**src/hdl/assert_macros.svh**
```systemverilog
// Assertion macros shared by the leg kinematics RTL.
// Included by modules that check their own pipeline and queue logic.
`ifndef ASSERT_MACROS_SVH
`define ASSERT_MACROS_SVH

// Same-cycle implication, disabled during reset.
`define ASSERT_IMPL(label, clk, rst, ante, cons) \
   label: assert property (@(posedge clk) disable iff (rst) (ante) |-> (cons)) \
      else $error("assertion failed");

// Next-cycle implication, disabled during reset.
`define ASSERT_NEXT(label, clk, rst, ante, cons) \
   label: assert property (@(posedge clk) disable iff (rst) (ante) |=> (cons)) \
      else $error("assertion failed");

`endif

```
**src/hdl/ikin_pkg.sv**
```systemverilog
// Types, widths and constants of the two-link leg inverse kinematics block.
// No dependencies; every file but assert_macros.svh imports this package.
package ikin_pkg;

   localparam int LEN_W    = 18;            // Q2.16 lengths
   localparam int ANG_W    = 17;            // Q4.13 angles
   localparam int STAT_W   = 2;
   localparam int PROD_W   = 2 * LEN_W;     // squared length
   localparam int WIDE_W   = PROD_W + 1;    // sums and doubled products
   localparam int MSB_W    = 6;             // bit position within WIDE_W
   localparam int SH_W     = 5;             // normalize shift amount
   localparam int NORM_W   = 30;            // normalized denominator width
   localparam int SQ_W     = 2 * NORM_W;    // squared normalized values
   localparam int ROOT_W   = NORM_W;        // square root width
   localparam int REM_W    = ROOT_W + 3;    // square root remainder width
   localparam int CW       = NORM_W + 3;    // rotation datapath width
   localparam int Z_W      = 20;            // Q.16 angle accumulator
   localparam int ACOS_W   = 15;            // acos result, Q.13, 0..pi
   localparam int CORDIC_N = 17;
   localparam int ACOS_LAT = 4 + ROOT_W + CORDIC_N + 1;
   localparam int CSR_IDX_W = 1;

   localparam logic [LEN_W-1:0]  LEN_RESET = 18'd19661;
   localparam logic [ACOS_W-1:0] PI_Q13    = 15'd25736;
   localparam logic [Z_W-1:0]    PI_Q16    = 20'd205887;

   localparam logic [CSR_IDX_W-1:0] CSR_UPPER = 1'b0;
   localparam logic [CSR_IDX_W-1:0] CSR_LOWER = 1'b1;

   typedef logic [LEN_W-1:0]        len_type;
   typedef logic signed [ANG_W-1:0] ang_type;

   typedef enum logic [STAT_W-1:0] {
      CLAMP_NONE = 2'd0,
      CLAMP_FULL = 2'd1,
      CLAMP_FOLD = 2'd2
   } clamp_type;

   // Classified item between the front end and the solver.
   typedef struct packed {
      ang_type           theta;
      clamp_type         status;
      logic              gama_pi;
      logic              neg1;
      logic [WIDE_W-1:0] mag1;
      logic [WIDE_W-1:0] den1;
      logic              neg2;
      logic [WIDE_W-1:0] mag2;
      logic [WIDE_W-1:0] den2;
   } work_type;

   // Rotation angles atan(2^-i), Q.16.
   function automatic logic signed [Z_W-1:0] atan_q16(input int idx);
      logic signed [Z_W-1:0] v;
      unique case (idx)
         0:  v = 20'sd51472;
         1:  v = 20'sd30386;
         2:  v = 20'sd16055;
         3:  v = 20'sd8150;
         4:  v = 20'sd4091;
         5:  v = 20'sd2047;
         6:  v = 20'sd1024;
         7:  v = 20'sd512;
         8:  v = 20'sd256;
         9:  v = 20'sd128;
         10: v = 20'sd64;
         11: v = 20'sd32;
         12: v = 20'sd16;
         13: v = 20'sd8;
         14: v = 20'sd4;
         15: v = 20'sd2;
         16: v = 20'sd1;
         default: v = 20'sd0;
      endcase
      return v;
   endfunction

endpackage

```
**src/hdl/ikin_fifo.sv**
```systemverilog
// Short queue between the front end and the solver.
// Depends on ikin_pkg and assert_macros.svh.
`include "assert_macros.svh"
module ikin_fifo import ikin_pkg::*; #(
   parameter int DEPTH = 4
) (
   input  logic     clock,
   input  logic     reset,
   input  logic     in_valid,
   output logic     in_ready,
   input  work_type in_item,
   output logic     out_valid,
   input  logic     out_ready,
   output work_type out_item
);

   localparam int PTR_W = $clog2(DEPTH);
   localparam int CNT_W = $clog2(DEPTH + 1);
   localparam logic [PTR_W-1:0] LAST = PTR_W'(DEPTH - 1);

   work_type          entries_ff [DEPTH];
   logic [PTR_W-1:0]  wr_ptr_ff, rd_ptr_ff;
   logic [CNT_W-1:0]  count_ff;
   logic              push, pop;

   assign in_ready  = count_ff != CNT_W'(DEPTH);
   assign out_valid = count_ff != '0;
   assign out_item  = entries_ff[rd_ptr_ff];
   assign push      = in_valid && in_ready;
   assign pop       = out_valid && out_ready;

   always_ff @(posedge clock) begin
      if (reset) begin
         wr_ptr_ff <= '0;
         rd_ptr_ff <= '0;
         count_ff  <= '0;
      end else begin
         if (push) begin
            wr_ptr_ff <= (wr_ptr_ff == LAST) ? '0 : wr_ptr_ff + 1'b1;
         end
         if (pop) begin
            rd_ptr_ff <= (rd_ptr_ff == LAST) ? '0 : rd_ptr_ff + 1'b1;
         end
         if (push && !pop) begin
            count_ff <= count_ff + 1'b1;
         end else if (pop && !push) begin
            count_ff <= count_ff - 1'b1;
         end
      end
   end

   always_ff @(posedge clock) begin
      if (push) begin
         entries_ff[wr_ptr_ff] <= in_item;
      end
   end

   `ASSERT_NEXT(a_fifo_fill, clock, reset, push && !pop, count_ff == $past(count_ff) + 1'b1)
   `ASSERT_IMPL(a_fifo_bound, clock, reset, 1'b1, count_ff <= CNT_W'(DEPTH))

endmodule

```
**config.mk**
```make
export PLATFORM = sky130hd
export DESIGN_NAME = ikin_fifo
export DESIGN_NICKNAME = d
export VERILOG_FILES = /design/src/hdl/ikin_pkg.sv /design/src/hdl/ikin_fifo.sv
export VERILOG_INCLUDE_DIRS = /design/src /design/src/hdl
export SDC_FILE = /design/constraint.sdc
export NUM_CORES = 1
export LEC_CHECK = 0
export BUFFER_PORTS_ARGS = -buffer_cell sky130_fd_sc_hd__buf_2
export CAP_MARGIN = 20
export CORE_ASPECT_RATIO = 1.4
export CORE_UTILIZATION = 51
export CTS_CLUSTER_DIAMETER = 60
export DETAILED_ROUTE_END_ITERATION = 8
export PLACE_DENSITY = 0.75
export SLEW_MARGIN = 10
export SYNTH_ARGS = -nofsm -noshare
export SYNTH_HDL_FRONTEND = slang
export SYNTH_SLANG_ARGS = --single-unit
export TNS_END_PERCENT = 50
```
**constraint.sdc**
```tcl
create_clock -name clock -period 5.7 [get_ports clock]
set_input_delay 0.855 -clock clock [delete_from_list [all_inputs] [get_ports clock]]
set_output_delay 0.855 -clock clock [all_outputs]
set_load 0.1 [all_outputs]
```
* Word-level counts from Yosys, hierarchy flattened
Memory sizes are Yosys's and may differ from the RTL's. A register that Yosys moved wholly into a read port is not among the register bits.
Index checks and enable logic that the tools add are counted.
** Word-level totals
- Bits of input ports :: 174
- Word-level logic and storage cells :: 27
- Bits in writable memories :: 680
- Output and inout bits :: 172
- Register bits :: 7
- Memories kept :: 1
** Memories
- entries_ff :: depth 4, width 170, rd ports 1, clocked after Yosys merged registers in 1, write ports 1, RTL line ikin_fifo.sv:21 : work_type entries_ff [DEPTH];
** Cells by class
- Multiplexer cells :: 8
- Add/subtract/negate cells :: 4
- Equality and inequality tests :: 3
- Reduce and logical (&&, ||, !) cells :: 8
** Operators by type and width (number)
- 2-to-1 mux 2 bit :: 4
- 2-to-1 mux 3 bit :: 2
- adder 2 x 1 -> 2 bit, second input constant :: 2
- equality test 2 bit, second input constant :: 2
- logical AND 1 bit :: 4
- adder 3 x 1 -> 3 bit, second input constant :: 1
- inequality test 3 bit, second input constant :: 1
- nonzero test 3 bit :: 1
- subtractor 3 x 1 -> 3 bit, second input constant :: 1
- logical NOT 1 bit :: 2
- 2-to-1 mux 1 bit :: 2
- nonzero test 2 bit :: 1

* Depth between registers and ports, before layout
Gate-level depths: netlist of run 1.
- Word-level depth :: 6
- Gate-level depth with buffers :: 9
- Gate-level depth less buffers :: 8

* Worst setup path before layout of run 1
OpenSTA, ideal clock, no wires.
- Kind :: register to register
- From :: register count_ff[0]
- To :: memory entries_ff[0][0] (netlist name) (enable)
- Path buffers :: 1
- Slack :: 78 ps
- Setup time :: 552 ps
- Cell stages (with the launch flop) :: 4
- Period minus slack after synthesis :: 5622 ps
- Arrival :: 5070 ps
- Data required time :: 5148 ps
- Path through :: dfxtp_1 -> or3b_1 -> clkbuf_2 -> and3_1
** On the way
- Word-level cells in the longest chain between the ends :: 4
** Ends and longest elaborated chain
- from (decl) :: RTL line ikin_fifo.sv:23 : logic [CNT_W-1:0] count_ff;
- from (signal assigned) :: RTL line ikin_fifo.sv:45 : count_ff <= count_ff + 1'b1;
- from (signal assigned) :: RTL line ikin_fifo.sv:47 : count_ff <= count_ff - 1'b1;
- inequality test 3 bit :: RTL line ikin_fifo.sv:26 : assign in_ready = count_ff != CNT_W'(DEPTH);
- net in_ready :: RTL line ikin_fifo.sv:10 : output logic in_ready,
- logical AND 1 bit :: RTL line ikin_fifo.sv:29 : assign push = in_valid && in_ready;
- 2-to-1 mux 1 bit :: RTL line ikin_fifo.sv:53 : if (push) begin
- 2-to-1 mux 1 bit (not written as such) :: RTL line ikin_fifo.sv:54 : entries_ff[wr_ptr_ff] <= in_item;
- to (decl) :: RTL line ikin_fifo.sv:21
The timed path passes the listed nets, and every way through them passes these cells.

==> impl_metrics.csv, run 1 <==
group,metric,value,unit
detailed_routing,avgViaCountPerCell,5.537,
detailed_routing,ant_nets,0,
power,leakage,0.009826,µW
clock_network,cts_htree_levels,2,
synth,ys.flop_type,"edfxtp_1",
die,core_area,48140,µm²
cells_and_area,final_nets,1503,
clock_network,clk_latency,0.60,ns
power,combPwrFrac,0.350,
worst_setup_path,timing.reg2reg.setup_slack,3.08,ns
global_routing,grt_pass1_vias,12100,
hold_path,holdPathStages,1,
global_routing,grt_start_max_net_pins,74,
synth,synth_compound_area_frac,0.001402,
synth,synth_nets,1117,
worst_setup_path,crit_buf_inv,2,
worst_setup_path,path_delay_family,"flip-flops",
sta,slew_headroom,0.2859,
die,start_util,0.5189,
global_routing,antenna_found_initial,17,
cells_and_area,layout.cells.most_common,"edfxtp_1",
detailed_routing,remaining_drc_errors,0,
synth,synthAdderAreaFrac,0.003807,
placed_design,placed_cell_area,27480,µm²
hold_path,holdCritStartpoint,"in_item[160]",
die,die_x,189.0,µm
synth,ys_types,25,
detailed_routing,wl_per_cell,23.37,µm
detailed_routing,drt-pass1-iter-count,4,
hold_path,min_to,"entries_ff[2][160]$_DFFE_PP_",
sta,fin_crit,3.739,ns
power,p_switching,6448,µW
clock_network,cts_buffers,61,
power,cell_internal_pwr,9750,µW
clock_network,cts_resized,0,
worst_setup_path,critPathSlowestCell,"dfxtp_4",
sta,post-route-period-util,0.6560,
worst_setup_path,slowest_delay,0.80,ns
synth,synth_xor_area_frac,0.0007012,
power,total_power,16200,µW
synth,synth-edff-count,680,
sta,final.setup.tns,0,ns
power,p_seq_frac,0.390,
synth,synth-async-reset-ratio,0,
cells_and_area,final_area,29570,µm²
worst_setup_path,crit_type,"flip-flop to output port",
detailed_routing,routed-via-count,11120,
worst_setup_path,reg2reg_depth,3,
sta,setup_violations,0,
power,max-vdd-ir-drop,0.0003956,V
sta,max_freq,0.2674,GHz
clock_network,clk_pin_slew,0.06,ns
worst_setup_path,cp.required,4.85,ns
placed_design,hpwlAfterDp,28.13,mm
flow_run,max_cap_viol_count,0,
detailed_routing,drtIter0Drc,661,
synth,synth-simple-area-share,0.003957,
clock_network,clockBufferDepth,3,
clock_network,cts_hold_buf,0,
global_routing,grt_usage,0.1893,
worst_setup_path,cp.arrival,2.88,ns
cells_and_area,area_growth,18.38,%
sta,slew_viol_final,0,
sta,tightest_slew,1.071,ns
cells_and_area,nFillCells,3290,
worst_setup_path,crit_chain,"buf_12 > mux4_2 > buf_2",
synth,synth_area,24980,µm²
worst_setup_path,cp-start-kind,"flip-flop",
power,switching_share,0.3981,
sta,rsz0062_at_grt,"no",
sta,worst_slack,1.961,ns
placed_design,numPortBuffers,345,
worst_setup_path,r2r_start,"count_ff[0]$_SDFFE_PP0P_",
clock_network,cts_tree,"yes",
detailed_routing,wl,46.93,mm
global_routing,overflow,0,
placed_design,dp_slack,2.511,ns
sta,finalHoldViolCount,0,
placed_design,gp_congestion,0.7366,
die,die-area,49880,µm²
die,rows,95,
synth,ys_ff_latch,689,
cells_and_area,layout_common_cells,"edfxtp_1, buf_2, mux4_2, clkbuf_16, clkinv_1",
die,die_height,263.9,µm
cells_and_area,layout-drive-gt1-share,0.4591,
status,status,"complete, no violations",
synth,ys_seq_area_frac,0.8246,
power,powerDensity,547.8,nW/µm²
synth,muxShareOfSynthArea,0.1545,
clock_network,postCtsSetupRepairBufs,0,
worst_setup_path,crit_path_max_fanout,53,
global_routing,grt_pass1_wl,70.08,mm
synth,yosys_warnings,0,
worst_setup_path,end_kind,"output port",
synth,syn_inst,936,
synth,syn_area_per_cell,26.69,µm²
die,io_pins,346,
power,clkPwrFrac,0.260,
clock_network,cts_root_buffer,"clkbuf_16",
sta,fin_worst_skew,0.01418,ns
hold_path,hold_class,"input pin to flip-flop",
clock_network,clock_sinks,689,
synth,synth_top_family_by_area,"multiplexers",
worst_setup_path,r2r_end,"entries_ff[2][27]$_DFFE_PP_",
[power groups by stage]
stage	Sequential, µW	Clock [µW]	Combinational [µW]
2_1_floorplan	6410	0	4890
3_3_place_gp	6400	0	5710
3_5_place_dp	6440	0	5730
4_1_cts	6340	4300	5740
5_1_grt	6370	4490	5850
6_report	6320	4200	5670
[per-stage QoR]
step                      utilization  std cells  hold slack, ns
after global routing           0.6142       2007          0.4188
after global placement         0.5709       1889          0.4917
after detailed placement       0.5709       1889          0.5251
after CTS                      0.6139       2000          0.4105
final                          0.6143       2008          0.4578
after floorplan                     -        936          0.4634
[metal layers]
layer,part of all wire,vias to the layer above,global-route usage
met5,0.0020,-,0
met4,0.033,16,0.07389
met3,0.079,105,0.05846
met2,0.53,369,0.3333
met1,0.35,5787,0.2141
li1,-,4841,-
[how the worst max path moves through the flow]
stage | endpoint | depth (start not counted) | start
floorplan | entries_ff[0][0]$_DFFE_PP_ | 3 | count_ff[0]$_SDFFE_PP0P_
detailed placement | out_item[88] | 3 | flip-flop
global placement | out_item[97] | 3 | flip-flop
finish | out_item[1] | 3 | flip-flop
global route | out_item[110] | 3 | flip-flop
CTS | out_item[83] | 3 | flip-flop
[state kept, by name, summed over array words and instances (netlist names), named ones only]
name	flops
count_ff	3
entries_ff	680
rd_ptr_ff	2
wr_ptr_ff	2
[kinds of logic (layout without fill, tap and decap cells)]
logic type | Yosys count | in the layout
AO/OA/AOI/OAI | 5 | 5
XOR/XNOR | 2 | 2
adder cells (fa/ha/maj) | 7 | 7
buffers and inverters | 43 | 477
flip-flops | 689 | 689
multiplexers | 173 | 173
other | 0 | 8
AND/OR/NAND/NOR | 17 | 17
[worst register-to-register path, delay by kind of cell, from the launching register on]
family,cells,cell delay (ns)
buf+inv,1,0.71
flops,1,0.42
simple gates,2,1.05
[final cells by class]
type | instances | area, µm² | area share
clock inverters | 40 | 484.2 | 0.01637
inverters | 3 | 11.26 | 0.0003808
multi-input cells | 204 | 4125 | 0.1395
repair buffers | 363 | 1949 | 0.06592
well taps | 630 | 788.3 | 0.02666
flip-flops and latches | 689 | 20610 | 0.6969
clock buffers | 71 | 1585 | 0.05361
diodes | 8 | 20.02 | 0.0006770
[cell usage after synthesis (3+ instances only)]
cell type,n,share of area
and3_1,4,0.0010
buf_2,18,0.0036
buf_6,12,0.0054
clkbuf_1,9,0.0014
dfxtp_1,9,0.0072
edfxtp_1,680,0.82
ha_1,6,0.0030
inv_1,3,0.00045
mux2i_1,3,0.0012
mux4_2,170,0.15
nor2_1,3,0.00045
or3_1,3,0.00075
(Power assumes the default switching activity.)
==> inputs of run 2 (changes only) <==
--- a/config.mk
+++ b/config.mk
@@ -9,10 +9,10 @@
 export BUFFER_PORTS_ARGS = -buffer_cell sky130_fd_sc_hd__buf_2
 export CAP_MARGIN = 20
 export CORE_ASPECT_RATIO = 1.4
-export CORE_UTILIZATION = 51
+export CORE_UTILIZATION = 57
 export CTS_CLUSTER_DIAMETER = 60
 export DETAILED_ROUTE_END_ITERATION = 8
-export PLACE_DENSITY = 0.75
+export PLACE_DENSITY = 0.79
 export SLEW_MARGIN = 10
 export SYNTH_ARGS = -nofsm -noshare
 export SYNTH_HDL_FRONTEND = slang
==> constraint.sdc (replaced) <==
create_clock -name clock -period 3.9 [get_ports clock]
set_input_delay 0.585 -clock clock [delete_from_list [all_inputs] [get_ports clock]]
set_output_delay 0.585 -clock clock [all_outputs]
set_load 0.1 [all_outputs]
==> run 2 against run 1 <==
Clock skew is 0.0041 ns higher. Setup slack worse by 1.3 ns. Combinational power rose by 49%. Global-route usage rose by 2.6 points. Cell area shrank 0.48%. Critical path depth unchanged. Clock power grew 34%. Register-to-register slack worse by 1.5 ns. Routed wire length up 0.97%. Sequential share of layout area increased by 0.33 points. Non-clock buffer count increased by 13. Utilization grew 6.8 points. Critical path type unchanged. Critical endpoint is now out_item[15].
==> impl_metrics.csv, run 2 (synthesis gave the netlist of run 1 again) <==
group,metric,value,unit
die,die_height,249.7,µm
power,switching_share,0.4032,
cells_and_area,layout_common_cells,"edfxtp_1, buf_2, mux4_2, clkbuf_16, buf_4",
placed_design,hpwlAfterDp,28.79,mm
power,p_seq_frac,0.395,
worst_setup_path,critPathSlowestCell,"dfxtp_4",
global_routing,antenna_found_initial,10,
clock_network,clk_latency,0.59,ns
power,p_switching,9377,µW
detailed_routing,drtIter0Drc,860,
sta,whs,0.2069,ns
sta,slew_headroom,0.3761,
clock_network,clockBufferDepth,3,
sta,finalHoldViolCount,0,
sta,fin_crit,3.234,ns
global_routing,grt_start_max_net_pins,96,
cells_and_area,area_growth,17.81,%
worst_setup_path,cp.arrival,2.65,ns
power,max-vdd-ir-drop,0.0007141,V
worst_setup_path,crit_chain,"buf_4 > mux4_2 > buf_2",
die,die-area,44680,µm²
die,start_util,0.5792,
worst_setup_path,crit_type,"flip-flop to output port",
sta,slew_viol_final,0,
cells_and_area,layout-drive-gt1-share,0.4618,
sta,max_freq,0.3092,GHz
clock_network,cts_root_buffer,"clkbuf_16",
sta,fin_worst_skew,0.01828,ns
sta,rsz0062_at_grt,"no",
die,core_area,43130,µm²
placed_design,dp_slack,1.218,ns
global_routing,grt_pass1_wl,70.45,mm
clock_network,cts_tree,"yes",
sta,setup_violations,0,
die,rows,90,
cells_and_area,largest_reg_flops,680,
sta,tightest_slew,0.9359,ns
worst_setup_path,slowest_delay,0.75,ns
flow_run,max_cap_viol_count,0,
clock_network,cts_hold_buf,0,
clock_network,clock_sinks,689,
worst_setup_path,r2r_end,"entries_ff[1][53]$_DFFE_PP_",
global_routing,grt_pass1_vias,11890,
sta,worst_slack,0.6656,ns
worst_setup_path,cp-start-kind,"flip-flop",
power,clkPwrFrac,0.241,
detailed_routing,routed-via-count,11260,
placed_design,placed_cell_area,27560,µm²
detailed_routing,remaining_drc_errors,0,
die,die_x,178.9,µm
clock_network,clk_pin_slew,0.07,ns
placed_design,gp_congestion,0.7418,
cells_and_area,final_area,29430,µm²
power,leakage,0.009816,µW
global_routing,grt_usage,0.2155,
cells_and_area,largest_register,"entries_ff",
hold_path,hold_class,"input pin to flip-flop",
detailed_routing,ant_nets,0,
detailed_routing,wl_per_cell,24.49,µm
worst_setup_path,timing.reg2reg.setup_slack,1.61,ns
detailed_routing,avgViaCountPerCell,5.817,
placed_design,numPortBuffers,345,
cells_and_area,final_nets,1513,
cells_and_area,finalNonFillerCells,1935,
power,powerDensity,790.3,nW/µm²
cells_and_area,layout.cells.most_common,"edfxtp_1",
status,status,"complete, no violations",
power,total_power,23260,µW
sta,post-route-period-util,0.8293,
worst_setup_path,r2r_start,"count_ff[0]$_SDFFE_PP0P_",
power,cell_internal_pwr,13880,µW
hold_path,holdCritStartpoint,"in_item[165]",
worst_setup_path,cp.required,3.31,ns
worst_setup_path,critPathCapture,"out_item[15]",
cells_and_area,top_regs,"entries_ff (680), count_ff (3)",
worst_setup_path,reg2reg_depth,3,
placed_design,dp_cells,1824,
global_routing,overflow,0,
clock_network,cts_htree_levels,2,
power,combPwrFrac,0.363,
clock_network,cts_resized,0,
detailed_routing,drt-pass1-iter-count,5,
die,io_pins,346,
worst_setup_path,crit_path_max_fanout,32,
worst_setup_path,end_kind,"output port",
cells_and_area,nFillCells,2583,
clock_network,postCtsSetupRepairBufs,0,
clock_network,cts_buffers,58,
detailed_routing,wl,47.39,mm
run 2: worst min-delay path by stage:
stage | to | slack, ns | depth (start not counted)
floorplan | flip-flop | 0.46 | 2
global placement | flip-flop | 0.48 | 2
detailed placement | flip-flop | 0.49 | 2
CTS | entries_ff[0][162]$_DFFE_PP_ | 0.17 | 1
global route | entries_ff[0][165]$_DFFE_PP_ | 0.18 | 1
finish | entries_ff[2][165]$_DFFE_PP_ | 0.21 | 1
run 2: per-layer routing:
layer	global-route usage	part of all wire
met5	0	0.0011
met4	0.08378	0.035
met3	0.05484	0.081
met2	0.3623	0.53
met1	0.2676	0.36
run 2: stage by stage:
step,util,TNS [ns]
floorplan,-,-585.25
global placement,0.6389,0
detailed placement,0.6389,0
CTS,0.6819,0
global route,0.6823,0
finish,0.6824,0
run 2: power by group through the flow:
stage / sequential [µW] / clock (µW) / combinational [µW]
detailed placement: 9360 / 0 / 8510
global placement: 9300 / 0 / 8480
global route: 9260 / 5980 / 8730
finish: 9200 / 5610 / 8450
CTS: 9210 / 5700 / 8540
floorplan: 9300 / 0 / 7150
run 2: critical path: cells and delay by family, from the launching register on:
family / cells / cell delay, ns
DFF: 1 / 0.75
buffers and inverters: 2 / 0.71
muxes: 1 / 0.56
run 2: area by class of cell:
cell class / count / area (µm²) / area share
Clock buffer: 73 / 1582 / 0.05374
Tap cell: 552 / 690.7 / 0.02347
Clock inverter: 30 / 271.5 / 0.009226
Sequential cell: 689 / 20610 / 0.7002
Antenna cell: 8 / 20.02 / 0.0006802
Inverter: 3 / 11.26 / 0.0003826
Multi-Input combinational cell: 204 / 4125 / 0.1402
Timing Repair Buffer: 376 / 2122 / 0.07211
==> inputs of run 3 (changes only) <==
--- a/config.mk
+++ b/config.mk
@@ -9,10 +9,10 @@
 export BUFFER_PORTS_ARGS = -buffer_cell sky130_fd_sc_hd__buf_2
 export CAP_MARGIN = 20
 export CORE_ASPECT_RATIO = 1.4
-export CORE_UTILIZATION = 57
+export CORE_UTILIZATION = 51
 export CTS_CLUSTER_DIAMETER = 60
 export DETAILED_ROUTE_END_ITERATION = 8
-export PLACE_DENSITY = 0.79
+export PLACE_DENSITY = 0.75
 export SLEW_MARGIN = 10
 export SYNTH_ARGS = -nofsm -noshare
 export SYNTH_HDL_FRONTEND = slang
==> constraint.sdc (replaced) <==
create_clock -name clock -period 2.85 [get_ports clock]
set_input_delay 0.4275 -clock clock [delete_from_list [all_inputs] [get_ports clock]]
set_output_delay 0.4275 -clock clock [all_outputs]
set_load 0.1 [all_outputs]
==> run 3 against run 2 <==
Setup slack worse by 0.58 ns. Count of clock-buffer cells in the layout down 1. Via count grew 2.1%. Cell count increased by 7.9%. Combinational power grew 43%. Cell area is 4.8% higher. Utilization down 4.2 points.
==> impl_metrics.csv, run 3 (synthesis gave the netlist of run 1 again) <==
group,metric,value,unit
power,p_switching,13030,µW
worst_setup_path,crit_path_max_fanout,46,
cells_and_area,top_regs,"entries_ff (680), count_ff (3)",
power,switching_share,0.3931,
sta,setup_violations,0,
status,status,"complete, no violations",
detailed_routing,ant_nets,0,
cells_and_area,finalNonFillerCells,2087,
cells_and_area,layout-drive-gt1-share,0.4511,
clock_network,cts_buffers,59,
placed_design,hpwlAfterDp,30.46,mm
power,p_seq_frac,0.378,
sta,fin_crit,2.760,ns
die,io_pins,346,
hold_path,hold_class,"input pin to flip-flop",
global_routing,grt_pass1_vias,12560,
clock_network,clk_latency,0.61,ns
sta,slew_headroom,0.5899,
worst_setup_path,crit_chain,"buf_12 > mux4_2 > buf_2",
sta,fin_worst_skew,0.02759,ns
clock_network,cts_htree_levels,2,
clock_network,cts_root_buffer,"clkbuf_16",
clock_network,cts_tree,"yes",
sta,rsz0062_at_grt,"yes",
sta,max_freq,0.3623,GHz
worst_setup_path,end_kind,"output port",
flow_run,max_cap_viol_count,0,
worst_setup_path,crit_type,"flip-flop to output port",
die,die_height,263.9,µm
power,powerDensity,1075,nW/µm²
clock_network,postCtsSetupRepairBufs,0,
cells_and_area,area_growth,23.45,%
detailed_routing,wl_per_cell,23.32,µm
worst_setup_path,cp-start-kind,"flip-flop",
die,core_area,48140,µm²
cells_and_area,nFillCells,3169,
global_routing,antenna_found_initial,10,
die,die-area,49880,µm²
detailed_routing,avgViaCountPerCell,5.508,
detailed_routing,drt-pass1-iter-count,5,
cells_and_area,layout.cells.most_common,"edfxtp_1",
placed_design,gp_congestion,0.7348,
placed_design,numPortBuffers,345,
cells_and_area,layout_common_cells,"edfxtp_1, buf_2, mux4_2, dlygate4sd3_1, clkbuf_16",
global_routing,grt_usage,0.1986,
sta,tightest_slew,0.6152,ns
power,leakage,0.01035,µW
detailed_routing,remaining_drc_errors,0,
detailed_routing,drtIter0Drc,543,
sta,finalHoldViolCount,0,
power,cell_internal_pwr,20120,µW
die,rows,95,
power,clkPwrFrac,0.258,
clock_network,clk_pin_slew,0.07,ns
clock_network,clockBufferDepth,3,
worst_setup_path,cp.arrival,2.33,ns
global_routing,overflow,0,
power,total_power,33150,µW
die,start_util,0.5189,
die,die_x,189.0,µm
worst_setup_path,slowest_delay,0.59,ns
sta,slew_viol_final,0,
power,combPwrFrac,0.364,
global_routing,grt_start_max_net_pins,62,
clock_network,clock_sinks,689,
detailed_routing,routed-via-count,11500,
cells_and_area,final_nets,1584,
sta,post-route-period-util,0.9684,
power,max-vdd-ir-drop,0.0007582,V
worst_setup_path,critPathSlowestCell,"mux4_2",
placed_design,dp_cells,1910,
worst_setup_path,cp.required,2.42,ns
detailed_routing,wl,48.67,mm
global_routing,grt_pass1_wl,73.59,mm
cells_and_area,largest_reg_flops,680,
cells_and_area,largest_register,"entries_ff",
==> run 3: power groups by stage <==
| stage | clock network (µW) | logic (µW) | registers [µW] |
|---|---|---|---|
| after global routing | 9090 | 12500 | 12600 |
| final | 8560 | 12100 | 12500 |
| after floorplan | 0 | 9790 | 12700 |
| after CTS | 8730 | 12000 | 12500 |
| after global placement | 0 | 11700 | 12700 |
| after detailed placement | 0 | 11800 | 12700 |
==> run 3: final timing paths <==
kind                             startpoint                     endpoint  slack (ns)  depth (start not counted)
hold / removal                  in_item[46]  entries_ff[0][46]$_DFFE_PP_        0.04                          1
setup / recovery                  flip-flop                 out_item[74]        0.09                          3
setup reg to reg   count_ff[0]$_SDFFE_PP0P_     count_ff[2]$_SDFFE_PP0P_        0.49                          7
hold reg to reg   rd_ptr_ff[0]$_SDFFE_PP0P_                    flip-flop        0.51                          2
==> run 3: layout make-up <==
cell class              instances  area, µm²  area share
repair buffers                446       3174      0.1029
inverters                       3      11.26   0.0003652
clock inverters                38      543.0     0.01761
multi-input cells             204       4125      0.1338
well taps                     630      788.3     0.02556
clock buffers                  72       1577     0.05112
diodes                          5      12.51   0.0004057
flip-flops and latches        689      20610      0.6682
==> run 3: critical path, delay by kind of cell, from the launching register on <==
| family | cells | cell delay [ns] |
|---|---|---|
| buf+inv | 2 | 0.63 |
| mux | 1 | 0.59 |
| flops | 1 | 0.41 |
==> run 3: per-stage QoR <==
stage / worst slack (ns) / TNS, ns / utilization / cell area [µm²] / hold WS (ns)
finish: 0.09005 / 0 / 0.6406 / 30840 / 0.03763
global route: -0.03456 / -0.2948 / 0.6406 / 30840 / 0.003740
floorplan: -0.8198 / -557.45 / - / 24990 / 0.4634
global placement: 0.6561 / 0 / 0.5780 / 27830 / 0.4829
CTS: 0.0002067 / 0 / 0.6373 / 30680 / 0.0001248
detailed placement: 0.5324 / 0 / 0.5780 / 27830 / 0.4973
==> run 3: timing repair <==
item,in CTS,in global routing
hold endpoints to repair,227,0
endpoints found under the setup margin,36,64
gates resized for setup,43,46
hold buffers,62,0
==> run 3: routing by layer <==
layer / GRT usage / routed length, µm / part of all wire
met1: 0.2325 / 17120 / 0.35
met5: 0 / 61 / 0.0013
met2: 0.3468 / 26300 / 0.54
met4: 0.07999 / 1767 / 0.036
met3: 0.05314 / 3415 / 0.070
